<file path="src/rtl/ebc_pkg.sv">
// ebc_pkg: shared types, widths and build-time binomial helpers for the
// enumerative block codec. No dependencies.
package ebc_pkg;

    localparam int BLOCK_BITS_DEF = 15;
    localparam int BINOM_ROWS     = 64;

    // field widths
    localparam int CMD_W = 1;
    localparam int BLK_W = 15;
    localparam int CLS_W = 4;
    localparam int OFF_W = 13;
    localparam int LEN_W = 4;
    localparam int IDX_W = 4;

    // slave tdata layout
    localparam int S_BLK_LSB = 0;
    localparam int S_CLS_LSB = S_BLK_LSB + BLK_W;
    localparam int S_OFF_LSB = S_CLS_LSB + CLS_W;
    localparam int S_IDX_LSB = S_OFF_LSB + OFF_W;
    localparam int S_USED_W  = S_IDX_LSB + IDX_W;
    localparam int S_DATA_W  = ((S_USED_W + 7) / 8) * 8;

    // master tdata layout
    localparam int M_USED_W = CLS_W + OFF_W + LEN_W + 1;
    localparam int M_DATA_W = ((M_USED_W + 7) / 8) * 8;
    localparam int M_PAD_W  = M_DATA_W - M_USED_W;

    typedef enum logic [CMD_W-1:0] {
        CMD_ENCODE = 1'b0,
        CMD_DECODE = 1'b1
    } cmd_t;

    // payload that walks down the cell chain
    typedef struct packed {
        cmd_t             cmd;
        logic [BLK_W-1:0] blk;
        logic [IDX_W-1:0] idx;
        logic [OFF_W-1:0] enc_off;
        logic [CLS_W-1:0] dec_k;
        logic [OFF_W-1:0] dec_off;
        logic             dec_bit;
    } cell_data_t;

    // C(m,k) from Pascal's triangle, zero for k > m
    function automatic logic [63:0] binom(input int m, input int k);
        logic [63:0] row [BINOM_ROWS];
        for (int j = 0; j < BINOM_ROWS; j++) begin
            row[j] = '0;
        end
        row[0] = 64'd1;
        for (int i = 1; i <= m && i < BINOM_ROWS; i++) begin
            for (int j = i; j >= 1; j--) begin
                row[j] = row[j] + row[j-1];
            end
        end
        if (m < 0 || k < 0 || m >= BINOM_ROWS || k > m) begin
            return '0;
        end
        return row[k];
    endfunction

    // C(m,k) modulo the offset field
    function automatic logic [OFF_W-1:0] binom_mod(input int m, input int k);
        logic [63:0] b;
        b = binom(m, k);
        return b[OFF_W-1:0];
    endfunction

    // C(m,k) saturated at 2^OFF_W, enough for compares against an offset
    function automatic logic [OFF_W:0] binom_sat(input int m, input int k);
        logic [63:0] b;
        b = binom(m, k);
        if (b >= (64'd1 << OFF_W)) begin
            return (OFF_W+1)'(1) << OFF_W;
        end
        return b[OFF_W:0];
    endfunction

    function automatic int ceil_log2(input logic [63:0] c);
        int len;
        len = 0;
        while (len < 63 && (64'd1 << len) < c) begin
            len++;
        end
        return len;
    endfunction

endpackage

</file>
<file path="src/rtl/ebc_cell.sv">
// ebc_cell: one position of the codec chain; one encode rank step and one
// decode walk step, registered. Depends on ebc_pkg.
module ebc_cell import ebc_pkg::*; #(
    parameter int N     = BLOCK_BITS_DEF,
    parameter int I     = 0,
    parameter int CNT_W = $clog2(BLOCK_BITS_DEF + 1)
) (
    input  logic             aclk,
    input  logic             aresetn,
    input  logic             adv,
    input  logic             valid_in,
    input  cell_data_t       data_in,
    input  logic [CNT_W-1:0] cnt_in,
    output logic             valid_out,
    output cell_data_t       data_out,
    output logic [CNT_W-1:0] cnt_out
);

    // encode walks positions from the top down, decode from the bottom up
    localparam int   EP     = N - 1 - I;
    localparam int   CN     = 2 ** CNT_W;
    localparam int   KN     = 2 ** CLS_W;
    localparam logic HIT_OK = (I < 2 ** IDX_W);

    logic [OFF_W-1:0] enc_tab [CN];
    logic [OFF_W:0]   dec_tab [KN];
    logic             e_bit;
    logic             hit;
    logic [OFF_W:0]   dec_c;
    logic             dec_take;

    cell_data_t       data_reg, data_next;
    logic [CNT_W-1:0] cnt_reg, cnt_next;
    logic             valid_reg;

    // C(I, ones seen above + 1) for a set bit
    for (genvar j = 0; j < CN; j++) begin : g_enc_tab
        assign enc_tab[j] = binom_mod(I, j + 1);
    end

    // C(N-1-I, k) for the decode compare
    for (genvar j = 0; j < KN; j++) begin : g_dec_tab
        assign dec_tab[j] = binom_sat(N - 1 - I, j);
    end

    if (EP < BLK_W) begin : g_bit
        assign e_bit = data_in.blk[EP];
    end else begin : g_no_bit
        assign e_bit = 1'b0;
    end

    assign hit = HIT_OK && (data_in.idx == IDX_W'(I));

    always_comb begin
        data_next = data_in;
        cnt_next  = cnt_in;
        dec_c     = dec_tab[data_in.dec_k];
        dec_take  = (data_in.dec_k != '0) && ({1'b0, data_in.dec_off} >= dec_c);
        if (e_bit) begin
            data_next.enc_off = data_in.enc_off + enc_tab[cnt_in];
            cnt_next          = cnt_in + CNT_W'(1);
        end
        if (dec_take) begin
            data_next.dec_off = data_in.dec_off - dec_c[OFF_W-1:0];
            data_next.dec_k   = data_in.dec_k - CLS_W'(1);
        end
        if (hit) begin
            data_next.dec_bit = dec_take;
        end
    end

    always_ff @(posedge aclk) begin
        if (!aresetn) begin
            valid_reg <= 1'b0;
        end else if (adv) begin
            valid_reg <= valid_in;
        end
    end

    always_ff @(posedge aclk) begin
        if (adv) begin
            data_reg <= data_next;
            cnt_reg  <= cnt_next;
        end
    end

    assign valid_out = valid_reg;
    assign data_out  = data_reg;
    assign cnt_out   = cnt_reg;

endmodule

</file>
<file path="src/rtl/enumerative_block_codec.sv">
// enumerative_block_codec: top level of the (class, offset) block codec,
// a chain of ebc_cell stages. Depends on ebc_pkg and ebc_cell.
//
// usage
// - slave channel: one transaction is one command; s_tuser selects encode
//   or decode, s_tdata carries the block, class, offset and bit index
// - master channel: one transaction per command with class, offset and
//   offset length (encode) or the decoded bit (decode); unused fields are 0
// - pipeline: one cell register per block position lies between the slave
//   transaction and m_tvalid
// - throughput: one command per cycle unless a stall holds the chain; the
//   BLOCK_BITS cells are fully pipelined, each registers its step on advance
// - stall: while m_tvalid is high and m_tready low the whole chain holds
//   and s_tready is low; bubbles are not squeezed out during a stall
// - reset: aresetn low clears all stage valids, the chain is empty and
//   ready on the first cycle after reset
module enumerative_block_codec import ebc_pkg::*; #(
    parameter int BLOCK_BITS = BLOCK_BITS_DEF
) (
    input  logic                aclk,
    input  logic                aresetn,
    input  logic                s_tvalid,
    output logic                s_tready,
    // block_bits[14:0], class_in[18:15], offset_in[31:19], bit_index[35:32]
    input  logic [S_DATA_W-1:0] s_tdata,
    // command[0]
    input  logic [CMD_W-1:0]    s_tuser,
    output logic                m_tvalid,
    input  logic                m_tready,
    // class_out[3:0], offset_out[16:4], offset_length[20:17], bit_out[21]
    output logic [M_DATA_W-1:0] m_tdata
);

    localparam int CNT_W = $clog2(BLOCK_BITS + 1);
    localparam int CN    = 2 ** CNT_W;

    // index 0 is the slave side, index BLOCK_BITS the last cell register
    logic             valid_c [BLOCK_BITS+1];
    cell_data_t       data_c  [BLOCK_BITS+1];
    logic [CNT_W-1:0] cnt_c   [BLOCK_BITS+1];

    logic             adv;
    logic [LEN_W-1:0] len_tab [CN];
    cell_data_t       last;
    logic [CNT_W-1:0] cnt_last;
    logic             is_enc;
    logic [CLS_W-1:0] class_out;
    logic [OFF_W-1:0] offset_out;
    logic [LEN_W-1:0] offset_length;
    logic             bit_out;

    // the chain moves whenever the output slot is free or being taken
    assign adv      = !m_tvalid || m_tready;
    assign s_tready = adv;

    // unpack the slave transaction into the head of the chain
    assign valid_c[0]         = s_tvalid;
    assign data_c[0].cmd      = cmd_t'(s_tuser[0]);
    assign data_c[0].blk      = s_tdata[S_BLK_LSB +: BLK_W];
    assign data_c[0].idx      = s_tdata[S_IDX_LSB +: IDX_W];
    assign data_c[0].enc_off  = '0;
    assign data_c[0].dec_k    = s_tdata[S_CLS_LSB +: CLS_W];
    assign data_c[0].dec_off  = s_tdata[S_OFF_LSB +: OFF_W];
    assign data_c[0].dec_bit  = 1'b0;
    assign cnt_c[0]           = '0;

    for (genvar i = 0; i < BLOCK_BITS; i++) begin : g_cell
        ebc_cell #(
            .N     (BLOCK_BITS),
            .I     (i),
            .CNT_W (CNT_W)
        ) u_cell (
            .aclk      (aclk),
            .aresetn   (aresetn),
            .adv       (adv),
            .valid_in  (valid_c[i]),
            .data_in   (data_c[i]),
            .cnt_in    (cnt_c[i]),
            .valid_out (valid_c[i+1]),
            .data_out  (data_c[i+1]),
            .cnt_out   (cnt_c[i+1])
        );
    end

    // offset length per class, ceil(log2 C(BLOCK_BITS, class))
    for (genvar j = 0; j < CN; j++) begin : g_len_tab
        assign len_tab[j] = LEN_W'(ceil_log2(binom(BLOCK_BITS, j)));
    end

    assign last     = data_c[BLOCK_BITS];
    assign cnt_last = cnt_c[BLOCK_BITS];
    assign is_enc   = (last.cmd == CMD_ENCODE);

    // fields of the other command read as zero
    assign class_out     = is_enc ? CLS_W'(cnt_last) : '0;
    assign offset_out    = is_enc ? last.enc_off : '0;
    assign offset_length = is_enc ? len_tab[cnt_last] : '0;
    assign bit_out       = is_enc ? 1'b0 : last.dec_bit;

    assign m_tvalid = valid_c[BLOCK_BITS];
    assign m_tdata  = {{M_PAD_W{1'b0}}, bit_out, offset_length, offset_out, class_out};

`ifndef SYNTHESIS
    // population count never exceeds the block size
    a_cnt_range: assert property (@(posedge aclk) disable iff (!aresetn)
        m_tvalid && is_enc |-> (int'(cnt_last) <= BLOCK_BITS))
        else $error("encode class beyond block size");

    // an empty block ranks zero
    a_empty_rank: assert property (@(posedge aclk) disable iff (!aresetn)
        m_tvalid && is_enc && (cnt_last == '0) |-> (last.enc_off == '0))
        else $error("nonzero rank for empty block");

    // an index past the block never hits a cell
    a_idx_out: assert property (@(posedge aclk) disable iff (!aresetn)
        m_tvalid && !is_enc && (int'(last.idx) >= BLOCK_BITS) |-> !last.dec_bit)
        else $error("decoded bit set for index outside block");

    // a stalled chain keeps its last stage
    a_hold: assert property (@(posedge aclk) disable iff (!aresetn)
        !adv |=> m_tvalid && $stable(cnt_last) && $stable(last))
        else $error("last stage changed during stall");
`endif

endmodule

</file>
<file path="config.mk">
export PLATFORM = sky130hd
export DESIGN_NAME = enumerative_block_codec
export DESIGN_NICKNAME = d
export VERILOG_FILES = /design/src/rtl/ebc_pkg.sv /design/src/rtl/ebc_cell.sv /design/src/rtl/enumerative_block_codec.sv
export SDC_FILE = /design/constraint.sdc
export NUM_CORES = 1
export LEC_CHECK = 0
export BUFFER_PORTS_ARGS = -buffer_cell sky130_fd_sc_hd__buf_2
export CORE_UTILIZATION = 58
export DETAILED_ROUTE_END_ITERATION = 10
export PLACE_DENSITY = 0.86
export SYNTH_ARGS = -nofsm -noshare
export SYNTH_HDL_FRONTEND = slang
export SYNTH_SLANG_ARGS = --single-unit
</file>
<file path="constraint.sdc">
create_clock -name aclk -period 20.3 [get_ports aclk]
set_clock_uncertainty 0.05 [all_clocks]
set_input_delay 2.03 -clock aclk [delete_from_list [all_inputs] [get_ports aclk]]
set_output_delay 2.03 -clock aclk [all_outputs]
set_load 0.02 [all_outputs]
</file>
==> results of run 1 <==
critical path, cell delays in order:
cell,delay (ns)
buf_2,0.16
inv_1,0.19
ha_1,0.32
nor3_1,0.09
a21oi_1,0.12
ha_1,0.18
inv_1,0.05
fa_1,0.41
a21o_1,0.24
a2111oi_2,0.44
o21ai_0,0.34
o31ai_4,1.10
mux2_2,0.43
area by class of cell:
type / count / area [um2] / share of cell area
sequential: 613 / 18300 / 0.469
multi-input combinational: 2212 / 16500 / 0.424
clock buffer: 82 / 1780 / 0.0456
tap: 782 / 978 / 0.0251
inverter: 188 / 713 / 0.0183
timing repair buffer: 76 / 410 / 0.0105
clock inverter: 36 / 275 / 0.00707
power breakdown:
group | internal [W] | total (W) | switching, W
registers | 0.00205 | 0.00245 | 0.000393
clock network | 0.000651 | 0.00114 | 0.000487
logic | 0.00159 | 0.00339 | 0.00180
total | 0.00429 | 0.00697 | 0.00268
per-stage QoR:
stage	hold WS, ns	total power, W
floorplan	0.350	0.00508
global placement	0.350	0.00563
detailed placement	0.355	0.00580
CTS	0.355	0.00699
global route	0.364	0.00753
finish	0.359	0.00697
layer usage:
metal	vias up	GRT usage	part of all wire
li1	11500	-	-
met1	10800	0.214	0.39
met2	488	0.375	0.53
met3	174	0.0310	0.035
met4	0	0.0866	0.039
met5	-	0	0
state kept, by name (all words and copies together), names as in the netlist:
register                 cells
g_cell.u_cell.data_out     544
g_cell.u_cell.cnt_out       54
g_cell.u_cell.valid_out     15
logic make-up (layout without fill, tap and decap cells):
family          count (synthesis)  count (layout)  synth area share
fa+ha+maj                     339             339             0.124
simple gates                  844             844             0.117
xor+xnor                      253             253            0.0619
buf+inv                       270             382            0.0293
flops                         613             613             0.510
other cells                     1               2          0.000105
compound gates                628             628             0.113
mux                           146             146            0.0450
worst max-delay path by stage:
stage	from	slack, ns	endpoint	depth (start not counted)
final	s_tdata[16]	14.46	g_cell[0].u_cell.data_out[2]	13
after global routing	s_tdata[16]	14.13	g_cell[0].u_cell.data_out[2]	13
after CTS	s_tdata[16]	14.50	g_cell[0].u_cell.data_out[2]	13
after detailed placement	s_tdata[16]	13.90	g_cell[0].u_cell.data_out[2]	13
after global placement	s_tdata[16]	13.93	g_cell[0].u_cell.data_out[2]	13
after floorplan	m_tready	1.35	s_tready	4
layout by cell type, fill, tap and decap left out, types with 18 or more instances in the layout:
| cell type | synthesis | final |
|---|---|---|
| nor3_1 | 72 | 72 |
| xor2_1 | 97 | 97 |
| nand2_1 | 242 | 242 |
| clkbuf_16 | 0 | 69 |
| o31ai_1 | 21 | 20 |
| inv_1 | 183 | 182 |
| o21bai_1 | 18 | 18 |
| xnor2_1 | 156 | 156 |
| a21boi_0 | 26 | 26 |
| o21ai_0 | 191 | 191 |
| or4_1 | 18 | 18 |
| nor2b_1 | 75 | 75 |
| buf_2 | 7 | 64 |
| o21a_1 | 40 | 40 |
| a21o_1 | 48 | 48 |
| a21oi_1 | 128 | 128 |
| a211oi_1 | 40 | 39 |
| nand3_1 | 33 | 33 |
| nand4_1 | 32 | 32 |
| nand2b_1 | 32 | 32 |
| nor4_1 | 27 | 27 |
| mux2i_1 | 45 | 45 |
| fa_1 | 25 | 25 |
| ha_1 | 314 | 314 |
| mux2_2 | 99 | 99 |
| nor2_1 | 201 | 201 |
| edfxtp_1 | 598 | 598 |
==> results.cfg, run 1 <==
[timing]
fmax_mhz = 171
worst_slack_ns = 14.46
tns_ns = 0
period_needed_ns = 5.84
hold_viol_final = 0
rsz0062_at_grt = no
fin_crit_sh = 0.287
relSlewSlack = 0.191
worst_pin_slew_ns = 1.21
slew_violations = 0
finalSetupViolCount = 0

[clock_tree]
cts_max_level = 3
clock_path_buffers = 3
clkSlewWorstSetupHoldPaths_ns = 0.06
cts_root_buffer = clkbuf_16
cts_setup_buffers = 0
clk_latency_ns = 0.60
ctsResizeCount = 0
clkSinkCount = 613
cts_hold_buf = 0
cts_tree = yes
cts_buffers = 66

[final_layout]
insertedDiodeCount = 0
post_layout_nonfiller_instances = 3989
fillers = 4321
final_area_mm2 = 0.0389
drive_gt1_frac = 0.0970
syn2layout_area_growth_pct = 8.73
post-route-util = 0.641
nets = 3541

[min_path]
hold_class = reg -> reg
hold_end = g_cell[3].u_cell.data_out[38]
holdPathStages = 0
holdCritStartpoint = g_cell[2].u_cell.data_out[38]

[yosys]
synth_area_leaders = edfxtp_1 50%, ha_1 11%, xnor2_1 3.8%
ys_async_sr_fraction = 0
syn_avg_cell_area_um2 = 11.6
yosysMostFrequentCell = edfxtp_1
synth_edf_count = 598
ys_seq_area_frac = 0.510
synth_area_leader_cell = edfxtp_1
netlist_top_cells_count = 598 x edfxtp_1, 314 x ha_1, 242 x nand2_1
syn_inst = 3094
ys_seq_elements = 613
synth_top_area_frac = 0.502
syn-cell-area_mm2 = 0.0358
ys_dominant_reg_cell = edfxtp_1
ys_types = 82
synth_warnings = 0

[routing]
initialDrtViolationCount = 1290
drt-wirelength-per-cell_um = 15.5
drtAntennaViolNets = 0
wl_um = 61800
drc_errors = 0
firstDrtPassIters = 6
viasPerCell = 5.75
vias = 22900

[worst_setup_path]
r2r_cells = 6
cp.arrival_ns = 6.14
required_ns = 20.60
r2r_start = g_cell[14].u_cell.valid_out
cp-start-kind = input pin
critPathMaxFanout = 29
r2r_slack_ns = 15.91
criticalPathCategory = in -> reg
end_kind = flip-flop
reg2reg_to = g_cell[2].u_cell.cnt_out[1]

[run_status]
status = finished, final reports clean

[placement]
dp.cells = 3871
placed_cell_area_mm2 = 0.0369
hpwl_um = 43800
place_congestion = 0.860
post-place-ws_ns = 13.90
io_buffers = 64

[floorplan]
die-area_mm2 = 0.0627
die_w_um = 250
coreArea_mm2 = 0.0607
io_pins = 71
start_util = 0.590
rows = 90
die_h_um = 250

[pwr]
irDropWorstVdd_v = 0.000109
leakage_nw = 15.7
powerDensity_mw_per_mm2 = 179

[global_routing]
grt_overflow = 0
grt_use_total = 0.197
grt_pass1_vias = 22800
antenna_found_initial = 0
grt_pass1_wl_um = 103000
grt_max_degree = 111

[flow_run]
drv_cap = 0
(Power assumes the default switching activity.)
==> run 2, diff against run 1 <==
- ABC_AREA: default -> 1
- CORE_UTILIZATION: 58 -> 60
- clock period: 20.3 -> 5.6 ns (I/O delays scaled with it)
==> run 2 against run 1 <==
Worst setup slack got worse by 12 ns. Sequential cell count unchanged. Sequential power increased to 3.6 times the previous value. Die area increased by 4.8%. Final cell count increased by 36%. Hold slack got worse by 0.29 ns. Clock power increased to 3.6 times the previous value. Sequential share of layout area decreased by 3.3 points. Utilization increased by 1.7 points. Final area increased by 7.5%.
==> results.cfg, run 2 <==
[timing]
tns_ns = 0
rsz0062_at_grt = no
fmax_mhz = 279
fin_crit_sh = 0.640
relSlewSlack = 0.312
worst_pin_slew_ns = 1.03
hold_viol_final = 0
slew_violations = 0
finalSetupViolCount = 0
period_needed_ns = 3.59

[floorplan]
coreArea_mm2 = 0.0635
io_pins = 71
die_h_um = 256
die_w_um = 256
rows = 92
start_util = 0.611
die-area_mm2 = 0.0657

[routing]
vias = 29100
firstDrtPassIters = 6
wl_um = 74600
initialDrtViolationCount = 1985
viasPerCell = 5.38
drt-wirelength-per-cell_um = 13.8
drtAntennaViolNets = 0
drc_errors = 0

[placement]
hpwl_um = 54500
placed_cell_area_mm2 = 0.0398
dp.cells = 5295
io_buffers = 64
place_congestion = 0.918

[worst_setup_path]
required_ns = 5.88
reg2reg_to = g_cell[2].u_cell.data_out[1]
end_kind = flip-flop
cp-start-kind = flip-flop
r2r_start = g_cell[1].u_cell.data_out[14]
worstPathCellList = inv_1 > ha_1 > inv_1 > o21ai_0 > nand2_1 > ha_1 > nand2_1 > nor2_1 > nand2_1 > nand3_1 > nand2_1 > nand3_2 > nand2_1 > nand2_1 > o21ai_2
cp_common_cell = nand2_1
r2r_cells = 15
r2r_slack_ns = 2.01
cp_slowest_cell = edfxtp_1
cp.arrival_ns = 3.87
critPathMaxFanout = 21
criticalPathCategory = reg -> reg
endpoint = g_cell[2].u_cell.data_out[1]
max_stage_delay_ns = 0.48
critPathLaunch = g_cell[1].u_cell.data_out[14]

[yosys]
syn-cell-area_mm2 = 0.0388
synth_top_area_frac = 0.463
syn_inst = 4459
ys_types = 68
synth_area_leaders = edfxtp_1 46%, nand2_1 13%, ha_1 10%
synth_warnings = 0
yosysMostFrequentCell = nand2_1
synth_edf_count = 598
ys_seq_area_frac = 0.470
ys_dominant_reg_cell = edfxtp_1
ys_async_sr_fraction = 0
netlist_top_cells_count = 1325 x nand2_1, 598 x edfxtp_1, 536 x inv_1
ys_seq_elements = 613
synth_area_leader_cell = edfxtp_1
syn_avg_cell_area_um2 = 8.71

[clock_tree]
cts_buffers = 67
cts_tree = yes
clk_latency_ns = 0.62
clkSinkCount = 613
ctsResizeCount = 0
cts_hold_buf = 0
cts_root_buffer = clkbuf_16
clkSlewWorstSetupHoldPaths_ns = 0.06
clock_path_buffers = 3
cts_max_level = 3
cts_setup_buffers = 0

[pwr]
powerDensity_mw_per_mm2 = 653
irDropWorstVdd_v = 0.000297
leakage_nw = 19.5

[final_layout]
post_layout_nonfiller_instances = 5411
final_area_mm2 = 0.0419
mostFrequentLayoutCell = nand2_1
nets = 4902
drive_gt1_frac = 0.0545
largest_register_ff_count = 544
insertedDiodeCount = 0
syn2layout_area_growth_pct = 7.81
layout_common_cells = 1325 x nand2_1, 598 x edfxtp_1, 535 x inv_1
post-route-util = 0.659

[global_routing]
grt_use_total = 0.226
grt_pass1_vias = 27600
grt_max_degree = 175
grt_overflow = 0
grt_pass1_wl_um = 125000
antenna_found_initial = 1

[flow_run]
drv_cap = 0

[run_status]
status = finished, final reports clean

[min_path]
hold_class = in -> reg
[run 2: cell count changes after synthesis, moves of 32 or more]
cell / change
a211oi_1: -34
a21o_1: -33
inv_1: +353
mux2_2: -98
mux2i_1: -44
nand2_1: +1083
nand2b_1: -32
nand3_1: +178
nand4_1: +36
nor2_1: +215
nor2b_1: -74
o21a_1: -33
o21ai_0: +42
xnor2_1: -92
[run 2: cell type report]
class	count	area (um2)
Sequential cell	613	18300
Timing Repair Buffer	70	390
Inverter	547	2060
Fill cell	4934	21700
Tap cell	846	1060
Clock buffer	89	1830
Multi-Input combinational cell	3219	18000
Clock inverter	27	218
[run 2: through the flow]
step                      total power, W  setup WS [ns]  hold WS (ns)
after floorplan                   0.0198           1.70         0.350
after global placement            0.0223           1.91         0.350
after detailed placement          0.0229           1.82         0.355
after CTS                         0.0272           2.09        0.0373
after global routing              0.0298           1.69        0.0413
final                             0.0273           2.01        0.0651
[run 2: how the worst min path moves through the flow]
stage	from	endpoint	slack [ns]	cells after the start
final	s_tdata[9]	g_cell[0].u_cell.data_out[44]	0.07	1
after detailed placement	g_cell[0].u_cell.data_out[39]	g_cell[1].u_cell.data_out[39]	0.35	0
after floorplan	g_cell[9].u_cell.data_out[35]	g_cell[10].u_cell.data_out[35]	0.35	0
after global routing	s_tdata[9]	g_cell[0].u_cell.data_out[44]	0.04	1
after CTS	s_tdata[9]	g_cell[0].u_cell.data_out[44]	0.04	1
after global placement	g_cell[3].u_cell.data_out[41]	g_cell[4].u_cell.data_out[41]	0.35	0
[run 2: cells by family (layout without fill, tap and decap cells)]
| logic type | Yosys count | count (layout) | synth area share |
|---|---|---|---|
| simple gates | 2175 | 2175 | 0.233 |
| fa+ha+maj | 339 | 339 | 0.114 |
| other cells | 1 | 2 | 0.0000966 |
| buf+inv | 628 | 733 | 0.0653 |
| compound gates | 518 | 518 | 0.0756 |
| mux | 2 | 2 | 0.000548 |
| xor+xnor | 183 | 183 | 0.0413 |
| flops | 613 | 613 | 0.470 |
[run 2: worst max-delay path: cells and delay by family (launching register included)]
kind            cells  cell delay (ns)
compound gates      2             0.35
fa+ha+maj           2             0.64
buf+inv             2             0.34
flops               1             0.48
simple gates        9             1.43
[run 2: report_power, final]
group | total [W] | switching, W | internal, W
clock network | 0.00415 | 0.00175 | 0.00240
registers | 0.00880 | 0.00137 | 0.00744
logic | 0.0144 | 0.00897 | 0.00539
[run 2: layer usage]
metal | up-vias | wire length [um] | GRT usage
met2 | 797 | 36600 | 0.403
met1 | 13200 | 31800 | 0.279
li1 | 14900 | - | -
met4 | 0 | 2310 | 0.0799
met3 | 185 | 3900 | 0.0343
met5 | - | 0 | 0
==> run 3, diff against run 2 <==
- clock period: 5.6 -> 3.7 ns (I/O delays scaled with it)
==> run 3 against run 2 <==
Global-route usage grew 0.75 points. Power increased by 54%. Via count grew 1.3%. Clock power is 61% higher. Final cell count grew 0.79%. Routed wire length increased by 3.8%. First-iteration DRC count grew 23%. Final area up 1.3%. Critical endpoint is now g_cell[3].u_cell.data_out[5]. Largest cell class unchanged. Largest power group unchanged.
==> results.cfg, run 3 (synthesis gave the netlist of run 2 again) <==
[worst_setup_path]
required_ns = 4.10
cp_common_cell = nand2_1
critPathLaunch = g_cell[2].u_cell.data_out[15]
endpoint = g_cell[3].u_cell.data_out[5]
r2r_slack_ns = 0.32
critPathTopFamily = simple AND/OR/NAND/NOR gates
r2r_cells = 14
path_buf_inv = 2
cp.depth = 14
cp.arrival_ns = 3.78
worstPathCellList = inv_1 > ha_1 > inv_1 > o21ai_0 > o221ai_1 > ha_1 > nand2_1 > nor2_1 > nand3_1 > nand3_1 > nor2_1 > nor2_2 > nand2_1 > nand2_1
end_kind = flip-flop
criticalPathCategory = reg -> reg
max_stage_delay_ns = 0.52
critPathMaxFanout = 13
cp-start-kind = flip-flop
cp_slowest_cell = nor2_2
r2r_start = g_cell[2].u_cell.data_out[15]
reg2reg_to = g_cell[3].u_cell.data_out[5]

[final_layout]
largest_register_ff_count = 544
nets = 4940
mostFrequentLayoutCell = nand2_1
insertedDiodeCount = 0
final_area_mm2 = 0.0424
syn2layout_area_growth_pct = 9.21
drive_gt1_frac = 0.0575
layout_common_cells = 1325 x nand2_1, 598 x edfxtp_1, 535 x inv_1

[routing]
firstDrtPassIters = 6
drt-wirelength-per-cell_um = 14.2
drc_errors = 0
initialDrtViolationCount = 2444
wl_um = 77400
drtAntennaViolNets = 0
vias = 29500
viasPerCell = 5.41

[floorplan]
die_h_um = 256
coreArea_mm2 = 0.0635
start_util = 0.611
die-area_mm2 = 0.0657
die_w_um = 256
rows = 92
io_pins = 71

[timing]
tns_ns = 0
fin_crit_sh = 0.913
worst_pin_slew_ns = 0.795
period_needed_ns = 3.38
relSlewSlack = 0.470
slew_violations = 0
hold_viol_final = 0
rsz0062_at_grt = no
finalSetupViolCount = 0
fmax_mhz = 296
whs_ns = 0.0350

[flow_run]
drv_cap = 0

[clock_tree]
clkSlewWorstSetupHoldPaths_ns = 0.06
cts_buffers = 68
clock_path_buffers = 3
clkSinkCount = 613
cts_root_buffer = clkbuf_16
cts_tree = yes
cts_max_level = 3
clk_latency_ns = 0.60
ctsResizeCount = 0

[global_routing]
grt_pass1_vias = 28100
grt_pass1_wl_um = 129000
antenna_found_initial = 0
grt_max_degree = 81
grt_use_total = 0.234
grt_overflow = 0

[placement]
io_buffers = 64
hpwl_um = 56600
place_congestion = 0.921
placed_cell_area_mm2 = 0.0400

[run_status]
status = finished, final reports clean

[pwr]
leakage_nw = 19.7
irDropWorstVdd_v = 0.000464
powerDensity_mw_per_mm2 = 989

[min_path]
hold_class = in -> reg
-- run 3: cell count changes in the layout (fill, tap and decap cells not counted), sizes merged --
cell         change
buf             +15
bufinv           +5
clkbuf           -3
clkinv           +4
clkinvlp         +2
dlygate4sd3     +22
inv              -2
-- run 3: per-layer routing --
| layer | track usage | part of all wire | vias up |
|---|---|---|---|
| li1 | - | - | 15000 |
| met1 | 0.288 | 0.42 | 13500 |
| met2 | 0.420 | 0.50 | 799 |
| met3 | 0.0311 | 0.054 | 163 |
| met4 | 0.0794 | 0.027 | 0 |
| met5 | 0 | 0 | - |
-- run 3: final cells by class --
class | instances | area (um2)
fillers | 4779 | 21100
flip-flops and latches | 613 | 18300
multi-input cells | 3219 | 18000
inverters | 547 | 2060
clock buffers | 86 | 1810
well taps | 846 | 1060
repair buffers | 107 | 786
clock inverters | 36 | 388
-- run 3: worst min-delay path by stage --
stage	slack (ns)	start	end	depth (start not counted)
floorplan	0.35	g_cell[9].u_cell.data_out[35]	g_cell[10].u_cell.data_out[35]	0
finish	0.03	s_tdata[21]	g_cell[0].u_cell.data_out[3]	3
CTS	0.006	s_tdata[29]	g_cell[0].u_cell.data_out[11]	3
global placement	0.35	g_cell[2].u_cell.data_out[35]	g_cell[3].u_cell.data_out[35]	0
global route	0.02	s_tdata[22]	g_cell[0].u_cell.data_out[4]	3
detailed placement	0.35	g_cell[9].u_cell.data_out[50]	g_cell[10].u_cell.data_out[50]	0
-- run 3: tightest hold or removal path, stage by stage --
cell and delay (ns):
buf_2 0.11, nand2_1 0.05, nand2_1 0.05
-- run 3: stage by stage --
step           std cells  total power [W]  worst slack [ns]   util
2_1_floorplan       4460           0.0300            0.0126      -
3_3_place_gp        5310           0.0339             0.511  0.629
3_5_place_dp        5310           0.0349             0.428  0.629
4_1_cts             5454           0.0418             0.399  0.667
5_1_grt             5454           0.0457             0.156  0.667
6_report            5454           0.0419             0.321  0.667
-- run 3: repair_timing --
item / CTS / global route
hold endpoints to repair: 22 / 0
hold buffers: 22 / 0
setup buffers: 0 / 0
-- run 3: power breakdown --
part | leakage [nW] | total, W | switching (W) | internal, W
registers | 6.65 | 0.0133 | 0.00206 | 0.0113
logic | 12.0 | 0.0219 | 0.0137 | 0.00821
clock network | 1.06 | 0.00670 | 0.00273 | 0.00397
total | 19.7 | 0.0419 | 0.0185 | 0.0234
